File: config.mk
export PLATFORM = sky130hd
export DESIGN_NAME = token_class_pattern_matcher_unit
export DESIGN_NICKNAME = d
export VERILOG_FILES = /design/src/rtl/tcpm_pkg.sv /design/src/rtl/tcpm_ctrl.sv /design/src/rtl/tcpm_datapath.sv /design/src/rtl/token_class_pattern_matcher_unit.sv
export SDC_FILE = /design/constraint.sdc
export NUM_CORES = 1
export LEC_CHECK = 0
export BUFFER_PORTS_ARGS = -buffer_cell sky130_fd_sc_hd__buf_2
export CORE_AREA = 2 2 153 155
export DETAILED_ROUTE_END_ITERATION = 8
export DIE_AREA = 0 0 155 157
export HOLD_SLACK_MARGIN = 0.02
export PLACE_DENSITY = 0.58
export REMOVE_ABC_BUFFERS = 1
export SLEW_MARGIN = 25
export SYNTH_ARGS = -nofsm -noshare
export SYNTH_HDL_FRONTEND = slang
export SYNTH_SLANG_ARGS = --single-unit
File: constraint.sdc
create_clock -name i_clk -period 9.6 [get_ports i_clk]
set_clock_uncertainty 0.15 [all_clocks]
set_input_delay 1.92 -clock i_clk [delete_from_list [all_inputs] [get_ports i_clk]]
set_output_delay 1.92 -clock i_clk [all_outputs]
set_load 0.005 [all_outputs]
File: src/rtl/tcpm_pkg.sv
// Shared types, constants and codes of the token class pattern matcher.
`timescale 1ns / 1ps

package tcpm_pkg;

    // Fixed field widths of the request and result items.
    localparam int CLASS_BITS    = 6;
    localparam int COLUMN_BITS   = 16;
    localparam int LINE_BITS     = 20;
    localparam int ACTION_BITS   = 3;

    // Pattern register layout.
    localparam int PAT_SLOTS     = 8;
    localparam int CODE_BITS     = 3;
    localparam int LEN_BITS      = 4;
    localparam int CFG_IDX_BITS  = 2;
    localparam int CFG_DATA_BITS = PAT_SLOTS * CODE_BITS;

    // Default number of usable slots.
    localparam int MAX_SLOTS_DEF = 8;

    // Token class bits with a special meaning.
    localparam int CLS_ARTICLE   = 0;
    localparam int CLS_PUNCT     = 5;

    // Reset values of the pattern registers.
    localparam logic [LEN_BITS-1:0]      RST_LENGTH    = LEN_BITS'(1);
    localparam logic [CFG_DATA_BITS-1:0] RST_CLASSES   = '0;
    localparam logic [PAT_SLOTS-1:0]     RST_MANDATORY = '1;

    // Configuration register indexes.
    typedef enum logic [CFG_IDX_BITS-1:0] {
        CFG_LENGTH    = 2'd0,
        CFG_CLASSES   = 2'd1,
        CFG_MANDATORY = 2'd2
    } t_cfg_idx;

    // Per-token action codes.
    typedef enum logic [ACTION_BITS-1:0] {
        ACT_ARTICLE = 3'd0,
        ACT_NOMATCH = 3'd1,
        ACT_ABANDON = 3'd2,
        ACT_PASS    = 3'd3,
        ACT_TAKE    = 3'd4
    } t_action;

    // Matcher modes.
    typedef enum logic [1:0] {
        M_RESET  = 2'd0,
        M_SEARCH = 2'd1,
        M_MATCH  = 2'd2
    } t_mode;

    // Outcome of matching one token against the current slot.
    typedef enum logic [1:0] {
        MT_FAIL = 2'd0,
        MT_PASS = 2'd1,
        MT_TAKE = 2'd2
    } t_match;

    // Controller states.
    typedef enum logic {
        ST_IDLE = 1'b0,
        ST_EXEC = 1'b1
    } t_state;

    // Input request payload.
    typedef struct packed {
        logic [CLASS_BITS-1:0]  token_classes;
        logic [COLUMN_BITS-1:0] token_column;
        logic [LINE_BITS-1:0]   line_number;
    } t_in_item;

    // Result payload.
    typedef struct packed {
        t_action                token_action;
        logic                   phrase_started;
        logic                   phrase_found;
        logic [COLUMN_BITS-1:0] start_column;
        logic [LINE_BITS-1:0]   found_line;
    } t_out_item;

    // Commands from the controller to the datapath.
    typedef struct packed {
        logic load_in;
        logic commit;
    } t_ctl_cmd;

endpackage

File: src/rtl/tcpm_ctrl.sv
// Controller state machine of the token class pattern matcher.
`timescale 1ns / 1ps

module tcpm_ctrl import tcpm_pkg::*; (
    input  logic     i_clk,
    input  logic     i_rst_n,
    input  logic     i_in_valid,
    output logic     o_in_ready,
    input  logic     i_out_ready,
    output logic     o_out_valid,
    output t_ctl_cmd o_cmd
);

    t_state   r_state;
    t_state   n_state;
    logic     r_out_valid;
    logic     n_out_valid;
    t_ctl_cmd w_cmd;
    logic     w_in_ready;

    // State and result-valid registers.
    always_ff @(posedge i_clk) begin
        if (!i_rst_n) begin
            r_state     <= ST_IDLE;
            r_out_valid <= 1'b0;
        end else begin
            r_state     <= n_state;
            r_out_valid <= n_out_valid;
        end
    end

    // Take a request in idle, then commit it once the result register is free.
    always_comb begin
        n_state    = r_state;
        w_cmd      = '0;
        w_in_ready = 1'b0;
        case (r_state)
            ST_IDLE: begin
                w_in_ready = 1'b1;
                if (i_in_valid) begin
                    w_cmd.load_in = 1'b1;
                    n_state       = ST_EXEC;
                end
            end
            ST_EXEC: begin
                if (!r_out_valid || i_out_ready) begin
                    w_cmd.commit = 1'b1;
                    n_state      = ST_IDLE;
                end
            end
            default: begin
                n_state = ST_IDLE;
            end
        endcase
        if (w_cmd.commit) begin
            n_out_valid = 1'b1;
        end else if (i_out_ready) begin
            n_out_valid = 1'b0;
        end else begin
            n_out_valid = r_out_valid;
        end
    end

    assign o_in_ready  = w_in_ready;
    assign o_out_valid = r_out_valid;
    assign o_cmd       = w_cmd;

endmodule

File: src/rtl/tcpm_datapath.sv
// Datapath of the token class pattern matcher: pattern registers, slot match and result.
`timescale 1ns / 1ps

module tcpm_datapath import tcpm_pkg::*; #(
    parameter int MAX_SLOTS = MAX_SLOTS_DEF
) (
    input  logic                     i_clk,
    input  logic                     i_rst_n,
    input  t_ctl_cmd                 i_cmd,
    input  t_in_item                 i_in_data,
    input  logic                     i_cfg_valid,
    input  logic [CFG_IDX_BITS-1:0]  i_cfg_index,
    input  logic [CFG_DATA_BITS-1:0] i_cfg_data,
    output t_out_item                o_out_data
);

    localparam int SLOT_W = $clog2(MAX_SLOTS + 1);
    localparam int SLOT_N = 2 ** SLOT_W;
    localparam int CMP_W  = (SLOT_W > LEN_BITS) ? SLOT_W : LEN_BITS;
    localparam int TOK_N  = 2 ** CODE_BITS;

    // Pattern registers.
    logic [LEN_BITS-1:0]      r_len;
    logic [CFG_DATA_BITS-1:0] r_classes;
    logic [PAT_SLOTS-1:0]     r_mand;

    // Latched request and matcher state.
    t_in_item                 r_in;
    t_mode                    r_mode;
    t_mode                    n_mode;
    logic [SLOT_W-1:0]        r_slot;
    logic [SLOT_W-1:0]        n_slot;
    logic [COLUMN_BITS-1:0]   r_psc;
    logic [COLUMN_BITS-1:0]   n_psc;
    t_out_item                r_out;
    t_out_item                n_out;

    // Combinational helpers.
    logic [CMP_W-1:0]         w_len_ext;
    logic [SLOT_W-1:0]        w_len;
    logic [TOK_N-1:0]         w_tok_ext;
    logic [CODE_BITS-1:0]     w_code [SLOT_N];
    logic [SLOT_N-1:0]        w_mand;
    logic [SLOT_N-1:0]        w_fit;
    t_mode                    w_mode_in;
    logic [SLOT_W-1:0]        w_slot_in;
    logic                     w_have_next;
    logic [SLOT_W-1:0]        w_next;
    t_match                   w_match;
    logic [SLOT_W-1:0]        w_slot_m;

    // Configuration writes; indexes past the list are ignored.
    always_ff @(posedge i_clk) begin
        if (!i_rst_n) begin
            r_len     <= RST_LENGTH;
            r_classes <= RST_CLASSES;
            r_mand    <= RST_MANDATORY;
        end else if (i_cfg_valid) begin
            case (i_cfg_index)
                CFG_LENGTH:    r_len     <= i_cfg_data[LEN_BITS-1:0];
                CFG_CLASSES:   r_classes <= i_cfg_data;
                CFG_MANDATORY: r_mand    <= i_cfg_data[PAT_SLOTS-1:0];
                default: ;
            endcase
        end
    end

    // Request latch and result register carry no reset.
    always_ff @(posedge i_clk) begin
        if (i_cmd.load_in) begin
            r_in <= i_in_data;
        end
        if (i_cmd.commit) begin
            r_out <= n_out;
        end
    end

    // Matcher state, updated when a request is committed.
    always_ff @(posedge i_clk) begin
        if (!i_rst_n) begin
            r_mode <= M_RESET;
            r_slot <= '0;
            r_psc  <= '0;
        end else if (i_cmd.commit) begin
            r_mode <= n_mode;
            r_slot <= n_slot;
            r_psc  <= n_psc;
        end
    end

    // Effective pattern length: zero acts as one, clamp to the slot count.
    always_comb begin
        w_len_ext = CMP_W'(r_len);
        if (w_len_ext == '0) begin
            w_len = SLOT_W'(1);
        end else if (w_len_ext > CMP_W'(MAX_SLOTS)) begin
            w_len = SLOT_W'(MAX_SLOTS);
        end else begin
            w_len = SLOT_W'(w_len_ext);
        end
    end

    // Per-slot class code, mandatory flag and fit; slots past the registers are
    // article-class and optional. Codes six and seven select zero bits.
    assign w_tok_ext = TOK_N'(r_in.token_classes);

    for (genvar g = 0; g < SLOT_N; g++) begin : g_slot
        if (g < PAT_SLOTS) begin : g_reg
            assign w_code[g] = r_classes[g*CODE_BITS +: CODE_BITS];
            assign w_mand[g] = r_mand[g];
        end else begin : g_pad
            assign w_code[g] = '0;
            assign w_mand[g] = 1'b0;
        end
        assign w_fit[g] = w_tok_ext[w_code[g]];
    end

    // A token outside a phrase restarts the search at slot zero.
    always_comb begin
        if (r_mode == M_SEARCH || r_mode == M_MATCH) begin
            w_mode_in = r_mode;
            w_slot_in = r_slot;
        end else begin
            w_mode_in = M_SEARCH;
            w_slot_in = '0;
        end
    end

    // Priority scan for the first mandatory slot after the current one.
    always_comb begin
        w_have_next = 1'b0;
        w_next      = '0;
        for (int s = SLOT_N - 1; s >= 0; s--) begin
            if (SLOT_W'(s) > w_slot_in && SLOT_W'(s) < w_len && w_mand[s]) begin
                w_have_next = 1'b1;
                w_next      = SLOT_W'(s);
            end
        end
    end

    // Match the token against the current slot, or jump to the next mandatory one.
    always_comb begin
        w_match  = MT_PASS;
        w_slot_m = w_slot_in;
        if (r_in.token_classes[CLS_PUNCT]) begin
            w_match = MT_FAIL;
        end else if (w_slot_in >= w_len) begin
            w_match = MT_PASS;
        end else if (w_fit[w_slot_in]) begin
            w_match  = MT_TAKE;
            w_slot_m = w_slot_in + SLOT_W'(1);
        end else if (w_mand[w_slot_in]) begin
            w_match = MT_FAIL;
        end else if (w_have_next && w_fit[w_next]) begin
            w_match  = MT_TAKE;
            w_slot_m = w_next + SLOT_W'(1);
        end
    end

    // Next matcher state and the result item.
    always_comb begin
        n_mode = r_mode;
        n_slot = r_slot;
        n_psc  = r_psc;
        n_out  = '0;
        if (r_in.token_classes[CLS_ARTICLE]) begin
            // Articles leave the matcher untouched.
            n_out.token_action = ACT_ARTICLE;
            n_out.start_column = (r_mode == M_MATCH) ? r_psc : '0;
        end else begin
            n_slot = w_slot_m;
            n_mode = w_mode_in;
            if (w_mode_in == M_SEARCH) begin
                if (w_match == MT_FAIL) begin
                    n_out.token_action = ACT_NOMATCH;
                end else begin
                    n_out.token_action   = (w_match == MT_TAKE) ? ACT_TAKE : ACT_PASS;
                    n_out.phrase_started = 1'b1;
                    n_psc                = r_in.token_column;
                    n_mode               = M_MATCH;
                end
            end else begin
                if (w_match == MT_FAIL) begin
                    n_out.token_action = ACT_ABANDON;
                    n_mode             = M_RESET;
                end else begin
                    n_out.token_action = (w_match == MT_TAKE) ? ACT_TAKE : ACT_PASS;
                end
            end
            // Every slot consumed: report the find and return to reset mode.
            if (w_slot_m >= w_len) begin
                n_out.phrase_found = 1'b1;
                n_out.found_line   = r_in.line_number;
                n_mode             = M_RESET;
            end
            if (n_out.phrase_found || n_mode == M_MATCH) begin
                n_out.start_column = n_psc;
            end
        end
    end

    assign o_out_data = r_out;

endmodule

File: src/rtl/token_class_pattern_matcher_unit.sv
// A request is latched when accepted, then matched against the slot pattern
// and committed with the matcher state once the result register is free; the
// result shows after that commit, and no new request is taken before it.
// The result register lets the next request in while a result waits downstream.
// Reset (i_rst_n low, synchronous) restores the pattern registers to their
// defaults and returns the matcher to its reset mode at slot zero.
`timescale 1ns / 1ps

module token_class_pattern_matcher_unit import tcpm_pkg::*; #(
    parameter int MAX_SLOTS = MAX_SLOTS_DEF
) (
    input  logic                     i_clk,
    input  logic                     i_rst_n,
    input  logic                     i_in_valid,
    output logic                     o_in_ready,
    input  t_in_item                 i_in_data,
    output logic                     o_out_valid,
    input  logic                     i_out_ready,
    output t_out_item                o_out_data,
    input  logic                     i_cfg_valid,
    output logic                     o_cfg_ready,
    input  logic [CFG_IDX_BITS-1:0]  i_cfg_index,
    input  logic [CFG_DATA_BITS-1:0] i_cfg_data
);

    t_ctl_cmd w_cmd;

    // Configuration writes are always taken.
    assign o_cfg_ready = 1'b1;

    // Sequencing of requests and results.
    tcpm_ctrl u_ctrl (
        .i_clk       (i_clk),
        .i_rst_n     (i_rst_n),
        .i_in_valid  (i_in_valid),
        .o_in_ready  (o_in_ready),
        .i_out_ready (i_out_ready),
        .o_out_valid (o_out_valid),
        .o_cmd       (w_cmd)
    );

    // Pattern registers, slot matching and result register.
    tcpm_datapath #(
        .MAX_SLOTS (MAX_SLOTS)
    ) u_datapath (
        .i_clk       (i_clk),
        .i_rst_n     (i_rst_n),
        .i_cmd       (w_cmd),
        .i_in_data   (i_in_data),
        .i_cfg_valid (i_cfg_valid),
        .i_cfg_index (i_cfg_index),
        .i_cfg_data  (i_cfg_data),
        .o_out_data  (o_out_data)
    );

endmodule

# After elaboration in Yosys (flattened, before gate mapping)

Index checks and enable logic that the tools add are counted.

Register bits: 143
Latch bits: 0
Bits in writable memories: 0
Memory bits (read-only): 0
Input bits: 73
Memories: 0

Add/subtract/negate cells: 2
Multiply operators: 0
Div/mod/pow operators: 0
Order comparisons: 29
Equality and inequality tests: 7
Shifts and indexed selects: 0
Mux-type cells: 78
Bitwise logic cells: 4
Reductions and logical operators: 31

Operator list:

| kind                                                         | number |
|---|---|
| two-way mux 16 bit                                           | 5 |
| two-way mux 3 bit                                            | 12 |
| < comparator 3 x 4 -> 1 bit, second input constant           | 8 |
| two-way mux 4 bit                                            | 8 |
| two-way mux 1 bit                                            | 30 |
| binary-select mux 1 bit (select 3 bit)                       | 8 |
| two-way mux 2 bit                                            | 11 |
| logical AND 1 bit                                            | 17 |
| greater-than comparator 3 x 4 -> 1 bit, first input constant | 4 |
| < comparator 3 x 4 -> 1 bit, first input constant            | 4 |
| binary-select mux 1 bit (select 4 bit)                       | 3 |
| equality test 2 bit, second input constant                   | 4 |
| greater-or-equal comparator 4 bit                            | 2 |
| greater-than comparator 1 x 4 -> 1 bit, first input constant | 2 |
| greater-than comparator 2 x 4 -> 1 bit, first input constant | 2 |
| < comparator 1 x 4 -> 1 bit, first input constant            | 2 |
| < comparator 2 x 4 -> 1 bit, first input constant            | 2 |
| AND reduction 2 bit                                          | 4 |
| equality test 2 x 1 -> 1 bit, second input constant          | 3 |
| < comparator 3 x 5 -> 1 bit, second input constant           | 1 |
| < comparator 4 x 5 -> 1 bit, second input constant           | 1 |
| adder 3 x 1 -> 4 bit, second input constant                  | 1 |
| adder 4 x 1 -> 4 bit, second input constant                  | 1 |
| greater-than comparator 4 bit, second input constant         | 1 |
| 8 further kinds                                              | 15 |

# Longest topological paths before layout

Gate-level depths: netlist of run 1.

Depth after elaboration: 31
Mapped depth: 23
Depth with buffers taken out: 21

# By module

Synthesis of run 1 repeated with hierarchy kept, for this count alone.

Cells, all modules: 584
Area total of the unflattened synthesis: 6,638.9 sq um

Modules (own cells, without submodules):

| module                           | instances | cells each | area each (sq um) | seq. area each (sq um) |
|---|---|---|---|---|
| tcpm_datapath                    | 1         | 572        | 6,517.5           | 3,653.5 |
| tcpm_ctrl                        | 1         | 10         | 110.1             | 40.0 |
| token_class_pattern_matcher_unit | 1         | 2          | 11.3              | 0.0 |

# Worst setup path before layout of run 1

OpenSTA, ideal clock, no wires.

Kind: register to register
From: reg u_datapath.r_mode[0]
To: reg u_datapath.r_out (netlist bit u_datapath.o_out_data[25]), data pin
Library setup time: 0.257 ns
Data arrival time: 4.674 ns
Setup slack: 4.519 ns
Stages on the path, launching flop included: 24
Buffers on the path: 2
Cell sequence: dfxtp_1 inv_1 ha_1 buf_2 nand2b_1 inv_2 ha_1 nand2b_1 or4b_1 clkinv_1 a21oi_1 nor2_1 inv_2 nor3b_1 nor4_2 mux2i_1 a221oi_1 ha_1 a21o_1 a21o_1 a21o_1 a311o_1 buf_6 a32o_1

RTL lines:

| what                   | RTL line            | RTL |
|---|---|---|
| from (decl)            | tcpm_datapath.sv:29 | `t_mode r_mode;` |
| from (signal assigned) | tcpm_datapath.sv:85 | `r_mode <= n_mode;` |
| to (signal assigned)   | tcpm_datapath.sv:74 | `r_out <= n_out;` |
| to (decl)              | tcpm_datapath.sv:35 | `t_out_item r_out;` |

==> run_results.csv, run 1 <==
group,metric,value,unit
status,outcome,"completed",
die,row_count,55,
critical_path,cp.required,9620,ps
logic_synthesis,avgSynthCellArea,10.8,sq um
detailed_routing,first_pass_iters,6,
cts,numCtsBuffers,17,
critical_path,crit_chain,"inv_1 > ha_1 > nand2b_1 > inv_2 > ha_1 > or4b_1 > clkinv_1 > a21oi_1 > nor2_1 > inv_2 > nor3b_1 > nor4_2 > mux2i_1 > a221oi_1 > ha_1 > a21o_1 > a21o_1 > a21o_1 > a311o_1 > a32o_1",
cts,cts_resized,0,
timing,max-slew-margin-rel,0.361,
critical_path,crit_type,"register to register",
global_routing,grt_overflow,0,
logic_synthesis,yosysTopAreaCellShare,0.373,
detailed_routing,antenna_left,0,
critical_path,worst-r2r-cell-count,20,
logic_synthesis,synth_top_cell_by_area,"edfxtp_1",
cts,cts_hold_buf,0,
global_routing,grt_pass1_wl,26.1,mm
logic_synthesis,synth_area,6680,sq um
pwr,p_per_area,192,nW/um^2
cts,cts_sinks,143,
die,start_util,0.297,
logic_synthesis,synthCells,617,
timing,hold_viol_final,0,
critical_path,path_max_fanout,24,
critical_path,worst_setup_path_end_kind,"register",
detailed_routing,wl_per_cell,16.3,um
place,hpwl,11.2,mm
die,die-height,157,um
critical_path,cp_slowest_cell,"a311o_1",
min_path,hold_depth,2,
min_path,hold_path_end,"u_datapath.r_psc[9]$_SDFFE_PN0P_",
final_layout,instances_no_fill,1015,
final_layout,nets,803,
timing,slew_violations,0,
place,dp.cells,983,
die,die-width,155,um
timing,period_share,0.644,
place,gp_congestion,0.870,
place,port_buffers,115,
min_path,min_path_type,"register to register",
logic_synthesis,synthArstFlopShare,0,
global_routing,grtUsageTotal,0.137,
critical_path,cp.arrival,6200,ps
logic_synthesis,synthFlopType,"edfxtp_1",
cts,max-clock-path-buffers,2,
cts,cts_tree,"done",
logic_synthesis,ys_top_cells_by_area,"edfxtp_1, dfxtp_1, nand2_1, a21boi_0, mux4_2",
cts,htreeDepth,4,
die,die_area,24300,sq um
logic_synthesis,netlist-cell-type-count,69,
timing,rsz0062_at_grt,"false",
global_routing,antenna_found_initial,0,
die,ios,117,
global_routing,grt_max_degree,77,
final_layout,syn2layout_area_growth,21.0,%
critical_path,crit_buf_inv,4,
logic_synthesis,yosys_register_bits,143,
detailed_routing,drc,0,
cts,post_cts_buffers,0,
logic_synthesis,yosysSeqAreaShare,0.553,
die,coreArea,22500,sq um
timing,tns,0,ps
detailed_routing,vias_per_cell,4.92,
critical_path,r2r_start,"u_datapath.r_mode[0]$_SDFFE_PN0P_",
critical_path,worst_r2r_endpoint,"u_datapath.o_out_data[30]$_DFFE_PP_",
min_path,worstHoldStart,"u_datapath.r_psc[9]$_SDFFE_PN0P_",
global_routing,grt_pass1_vias,4722,
timing,tightest_slew,955,ps
critical_path,crit_family,"compound AO/OA/AOI/OAI gates",
pwr,vdd_drop_max,0.114,mV
critical_path,crit_path_max_incr_delay,680,ps
cts,cts-root-buf,"clkbuf_16",
timing,fmaxAchievable,162,MHz
cts,path_clk_slew,60,ps
critical_path,r2r_setup_slack,3420,ps
detailed_routing,vias,4991,
timing,finalCriticalPeriod,6180,ps
final_layout,drive_gt1_frac,0.244,
final_layout,fin_util,0.359,
cts,clkLatencyLatePin,420,ps
final_layout,num_antenna_cells,0,
timing,setup_viol,0,
detailed_routing,routed_wl,16.5,mm
pwr,power,1.55,mW
job,timing.max_cap.violations,0,
detailed_routing,drt_iter0_markers,307,
critical_path,crit_path_start_kind,"register",
logic_synthesis,yosysWarningCount,0,
pwr,p_leak,3.16,nW
logic_synthesis,synth_edf_count,83,
## per-layer routing
layer	GRT usage	routed length (um)
met1	0.188	7680
met2	0.213	7850
met3	0.0314	776
met4	0.0463	209
met5	0	0
## worst min-delay path: cells and delay by family, from the launching register on
kind               cells  cell delay (ps)
and+or+nand+nor        1               50
DFF                    1              310
AOI/OAI and AO/OA      1               60
## placed cells by master, fill, tap and decap left out, drive strengths merged, types with 3 or more instances in the layout
| cell type | instances |
|---|---|
| nand3b | 4 |
| o2111ai | 3 |
| nand3 | 35 |
| bufinv | 3 |
| inv | 21 |
| o211ai | 6 |
| nor2b | 11 |
| clkinvlp | 3 |
| clkinv | 6 |
| edfxtp | 83 |
| a21boi | 26 |
| mux4 | 8 |
| ha | 13 |
| a21oi | 12 |
| and3 | 23 |
| dfxtp | 60 |
| clkbuf | 19 |
| a221oi | 4 |
| a31oi | 6 |
| nand2b | 14 |
| a21o | 7 |
| mux2 | 8 |
| or2 | 3 |
| nor3 | 6 |
| a22oi | 6 |
| buf | 119 |
| a32o | 17 |
| or3 | 3 |
| and2 | 7 |
| mux2i | 7 |
| o21ai | 24 |
| nor2 | 22 |
| o41ai | 3 |
| a211oi | 6 |
| nand2 | 99 |
## Yosys cell counts, types with 2 or more instances
cell type  number
o21ai_1         2
o41ai_1         3
o211ai_1        6
a211oi_1        6
nand3b_1        4
a21boi_0       26
nor3_1          5
a32o_1         17
a31oi_1         6
and3_1         23
o21ai_0        21
nand2_1        99
nand4b_1        2
a22o_1          2
nand2b_1       14
nand3_1        35
and2_1          7
nor2_1         22
mux2i_1         7
o21bai_1        2
or2_1           2
or3_1           3
nand4_1         2
a21oi_1        11
ha_1           13
buf_2          10
inv_1          15
inv_2           4
mux4_2          8
a21o_1          7
clkbuf_1       25
a221oi_1        4
dfxtp_1        60
nor2b_1        11
nor3b_1         2
edfxtp_1       83
mux2_2          8
a22oi_1         6
o2111ai_1       3
buf_6           2
## power breakdown
group / total (mW) / switching (mW) / internal (mW)
Clock: 0.674 / 0.264 / 0.410
Combinational: 0.170 / 0.101 / 0.0686
Sequential: 0.708 / 0.0206 / 0.687
Total: 1.55 / 0.386 / 1.17
## layout make-up
class	count	area, sq um
tap	285	357
fill	2250	14400
sequential	143	3690
clock inverter	13	163
multi-input combinational	416	2760
clock buffer	19	433
timing repair buffer	119	606
inverter	20	75.1
## how the worst max path moves through the flow
stage	slack (ps)	depth (start not counted)	to	from
floorplan	4270	6	u_datapath.r_psc[0]$_SDFFE_PN0P_	i_out_ready
global placement	3610	20	u_datapath.o_out_data[28]$_DFFE_PP_	u_datapath.r_mode[0]$_SDFFE_PN0P_
detailed placement	3550	21	u_datapath.o_out_data[32]$_DFFE_PP_	u_datapath.r_mode[0]$_SDFFE_PN0P_
CTS	3510	21	u_datapath.o_out_data[27]$_DFFE_PP_	u_datapath.r_mode[0]$_SDFFE_PN0P_
global route	3080	20	u_datapath.o_out_data[27]$_DFFE_PP_	u_datapath.r_mode[0]$_SDFFE_PN0P_
finish	3420	20	u_datapath.o_out_data[30]$_DFFE_PP_	u_datapath.r_mode[0]$_SDFFE_PN0P_
## sequential cells by signal, indices dropped and copies added, names as in the netlist, 2 cells and up
signal / flops
u_datapath.r_in: 42
u_datapath.o_out_data: 41
u_datapath.r_classes: 24
u_datapath.r_psc: 16
u_datapath.r_mand: 8
u_datapath.r_len: 4
u_datapath.r_slot: 4
u_datapath.r_mode: 2
## through the flow
stage | setup slack, ps | cell area, sq um | hold WS, ps
2_1_floorplan | 4270 | 6510 | 286
3_3_place_gp | 3610 | 7490 | 296
3_5_place_dp | 3550 | 7490 | 301
4_1_cts | 3510 | 8090 | 309
5_1_grt | 3080 | 8090 | 326
6_report | 3420 | 8090 | 309
## kinds of logic after synthesis
group / synth area share
and+or+nand+nor: 0.176
DFF: 0.553
AOI/OAI and AO/OA: 0.154
buffers and inverters: 0.0373
muxes: 0.0509
adders and majority gates: 0.0258
xor gates and xnor gates: 0.00262
other: 0.000561
Note: power is estimated with default switching activity, not from simulation.
==> run 2: changes to the inputs <==
--- a/config.mk
+++ b/config.mk
@@ -5,12 +5,13 @@
 export SDC_FILE = /design/constraint.sdc
 export NUM_CORES = 1
 export LEC_CHECK = 0
+export ABC_AREA = 1
 export BUFFER_PORTS_ARGS = -buffer_cell sky130_fd_sc_hd__buf_2
-export CORE_AREA = 2 2 153 155
+export CORE_AREA = 2 2 154 156
 export DETAILED_ROUTE_END_ITERATION = 8
-export DIE_AREA = 0 0 155 157
+export DIE_AREA = 0 0 156 158
 export HOLD_SLACK_MARGIN = 0.02
-export PLACE_DENSITY = 0.58
+export PLACE_DENSITY = 0.59
 export REMOVE_ABC_BUFFERS = 1
 export SLEW_MARGIN = 25
 export SYNTH_ARGS = -nofsm -noshare
==> constraint.sdc (replaced) <==
create_clock -name i_clk -period 5.8 [get_ports i_clk]
set_clock_uncertainty 0.15 [all_clocks]
set_input_delay 1.16 -clock i_clk [delete_from_list [all_inputs] [get_ports i_clk]]
set_output_delay 1.16 -clock i_clk [all_outputs]
set_load 0.005 [all_outputs]
==> run_results.csv, run 2 <==
group,metric,value,unit
place,port_buffers,115,
logic_synthesis,yosys_register_bits,143,
cts,cts_hold_buf,0,
cts,cts_tree,"done",
logic_synthesis,netlist-cell-type-count,34,
detailed_routing,drc,0,
logic_synthesis,synth_xor_area_frac,0.00129,
cts,numCtsBuffers,17,
critical_path,path_max_fanout,21,
place,dp.cells,1185,
detailed_routing,first_pass_iters,5,
cts,max-clock-path-buffers,2,
final_layout,mostFrequentLayoutCell,"nand2_1",
logic_synthesis,synthFlopType,"edfxtp_1",
global_routing,grt_max_degree,57,
timing,layout_setup_ws,659,ps
pwr,power,2.72,mW
pwr,p_leak,3.80,nW
global_routing,grtUsageTotal,0.146,
timing,finalCriticalPeriod,5140,ps
critical_path,crit_path_max_incr_delay,570,ps
logic_synthesis,yosysSeqAreaShare,0.543,
critical_path,cp.arrival,5140,ps
place,dp_slack,580,ps
logic_synthesis,yosysWarningCount,0,
timing,period_share,0.886,
timing,tns,0,ps
logic_synthesis,synth-compound-area-share,0.112,
final_layout,layout_common_cells,"nand2_1, buf_2, inv_1, edfxtp_1, nand3_1",
timing,slew_violations,0,
detailed_routing,wl_per_cell,14.3,um
die,start_util,0.295,
cts,cts-root-buf,"clkbuf_16",
final_layout,top_register,"u_datapath.r_in",
logic_synthesis,synthAdderAreaFrac,0.0239,
critical_path,worst_setup_path_end_kind,"register",
die,die-height,158,um
timing,setup_viol,0,
final_layout,nets,1000,
die,die-width,156,um
detailed_routing,vias_per_cell,4.73,
final_layout,drive_gt1_frac,0.195,
logic_synthesis,synth-simple-area-share,0.239,
timing,hold_viol_final,0,
global_routing,grt_pass1_wl,28.0,mm
timing,rsz0062_at_grt,"false",
critical_path,crit_path_start_kind,"register",
die,ios,117,
detailed_routing,antenna_left,0,
cts,clkLatencyLatePin,430,ps
die,die_area,24600,sq um
cts,cts_resized,0,
global_routing,grt_overflow,0,
logic_synthesis,avgSynthCellArea,8.45,sq um
logic_synthesis,ys_top_cells_by_area,"edfxtp_1, dfxtp_1, nand2_1, nand3_1, inv_1",
detailed_routing,drt_iter0_markers,339,
global_routing,grt_pass1_vias,5498,
logic_synthesis,synth_top_family_by_area,"simple AND/OR/NAND/NOR gates",
cts,path_clk_slew,60,ps
timing,fmaxAchievable,195,MHz
final_layout,instances_no_fill,1218,
logic_synthesis,synthCells,805,
logic_synthesis,synth_area,6800,sq um
job,timing.max_cap.violations,0,
cts,post_cts_buffers,0,
place,hpwl,11.9,mm
logic_synthesis,yosysTopAreaCellShare,0.366,
detailed_routing,vias,5756,
timing,tightest_slew,965,ps
pwr,vdd_drop_max,0.139,mV
pwr,p_per_area,329,nW/um^2
critical_path,cp_slowest_cell,"nand2_1",
cts,cts_sinks,143,
min_path,min_path_type,"register to register",
final_layout,syn2layout_area_growth,21.4,%
final_layout,largest_reg_flops,42,
die,coreArea,23100,sq um
status,outcome,"completed",
critical_path,cpMostUsedCell,"nand2_1",
global_routing,antenna_found_initial,0,
detailed_routing,routed_wl,17.4,mm
critical_path,cp.required,5800,ps
logic_synthesis,synthMuxAreaShare,0,
logic_synthesis,yosysMostFrequentCell,"nand2_1",
timing,max-slew-margin-rel,0.357,
logic_synthesis,ys_top_cells_by_count,"nand2_1, inv_1, edfxtp_1",
die,row_count,56,
logic_synthesis,synthArstFlopShare,0,
logic_synthesis,synth_top_cell_by_area,"edfxtp_1",
cts,htreeDepth,4,
logic_synthesis,synth_edf_count,83,
place,gp_congestion,0.865,
critical_path,crit_type,"register to register",
[run 2: worst max-delay path, delay by kind of cell, from the launching register on]
kind | cells | cell delay, ps
AND/OR/NAND/NOR | 17 | 2130
adder cells (fa/ha/maj) | 3 | 950
AO/OA/AOI/OAI | 4 | 770
buffers and inverters | 6 | 520
flip-flops | 1 | 340
[run 2: layer usage]
metal	up-vias	share of wire	wire length [um]	global-route usage
met4	0	0.028	492	0.0730
met1	2685	0.46	8020	0.189
met2	166	0.46	8010	0.232
li1	2869	-	-	-
met3	36	0.052	899	0.0318
met5	-	0	0	0
[run 2: final timing paths]
kind	from	endpoint	slack [ps]	depth (start not counted)
max	u_datapath.r_mode[0]$_SDFFE_PN0P_	u_datapath.o_out_data[8]$_SDFFCE_PP0P_	660	30
min	u_datapath.r_len[2]$_SDFFE_PN0P_	u_datapath.r_len[2]$_SDFFE_PN0P_	330	2
max reg2reg	u_datapath.r_mode[0]$_SDFFE_PN0P_	u_datapath.o_out_data[8]$_SDFFCE_PP0P_	660	30
min reg2reg	u_datapath.r_len[2]$_SDFFE_PN0P_	u_datapath.r_len[2]$_SDFFE_PN0P_	330	2
[run 2: final cells by class]
cell class	count	area, sq um
Fill cell	2425	14800
Sequential cell	143	3690
Multi-Input combinational cell	522	2570
Timing Repair Buffer	120	613
Clock buffer	17	425
Inverter	110	413
Tap cell	290	363
Clock inverter	15	179
Antenna cell	1	2.50
[run 2: cell families (layout without fill, tap and decap cells)]
| logic type | Yosys count | after routing |
|---|---|---|
| AO/OA/AOI/OAI | 137 | 137 |
| XOR/XNOR | 1 | 1 |
| adder cells (fa/ha/maj) | 13 | 13 |
| buffers and inverters | 140 | 262 |
| flip-flops | 143 | 143 |
| other | 1 | 2 |
| AND/OR/NAND/NOR | 370 | 370 |
[run 2: metrics by stage]
step,hold slack (ps),utilization,area [sq um]
2_1_floorplan,279,-,6670
3_3_place_gp,308,0.332,7650
3_5_place_dp,324,0.332,7650
4_1_cts,336,0.358,8250
5_1_grt,339,0.358,8250
6_report,335,0.358,8260
[run 2: where the power goes]
group          internal, mW  leakage (nW)  switching, mW
registers              1.16          1.28         0.0371
logic                 0.134          2.23          0.266
clock network         0.648         0.287          0.474
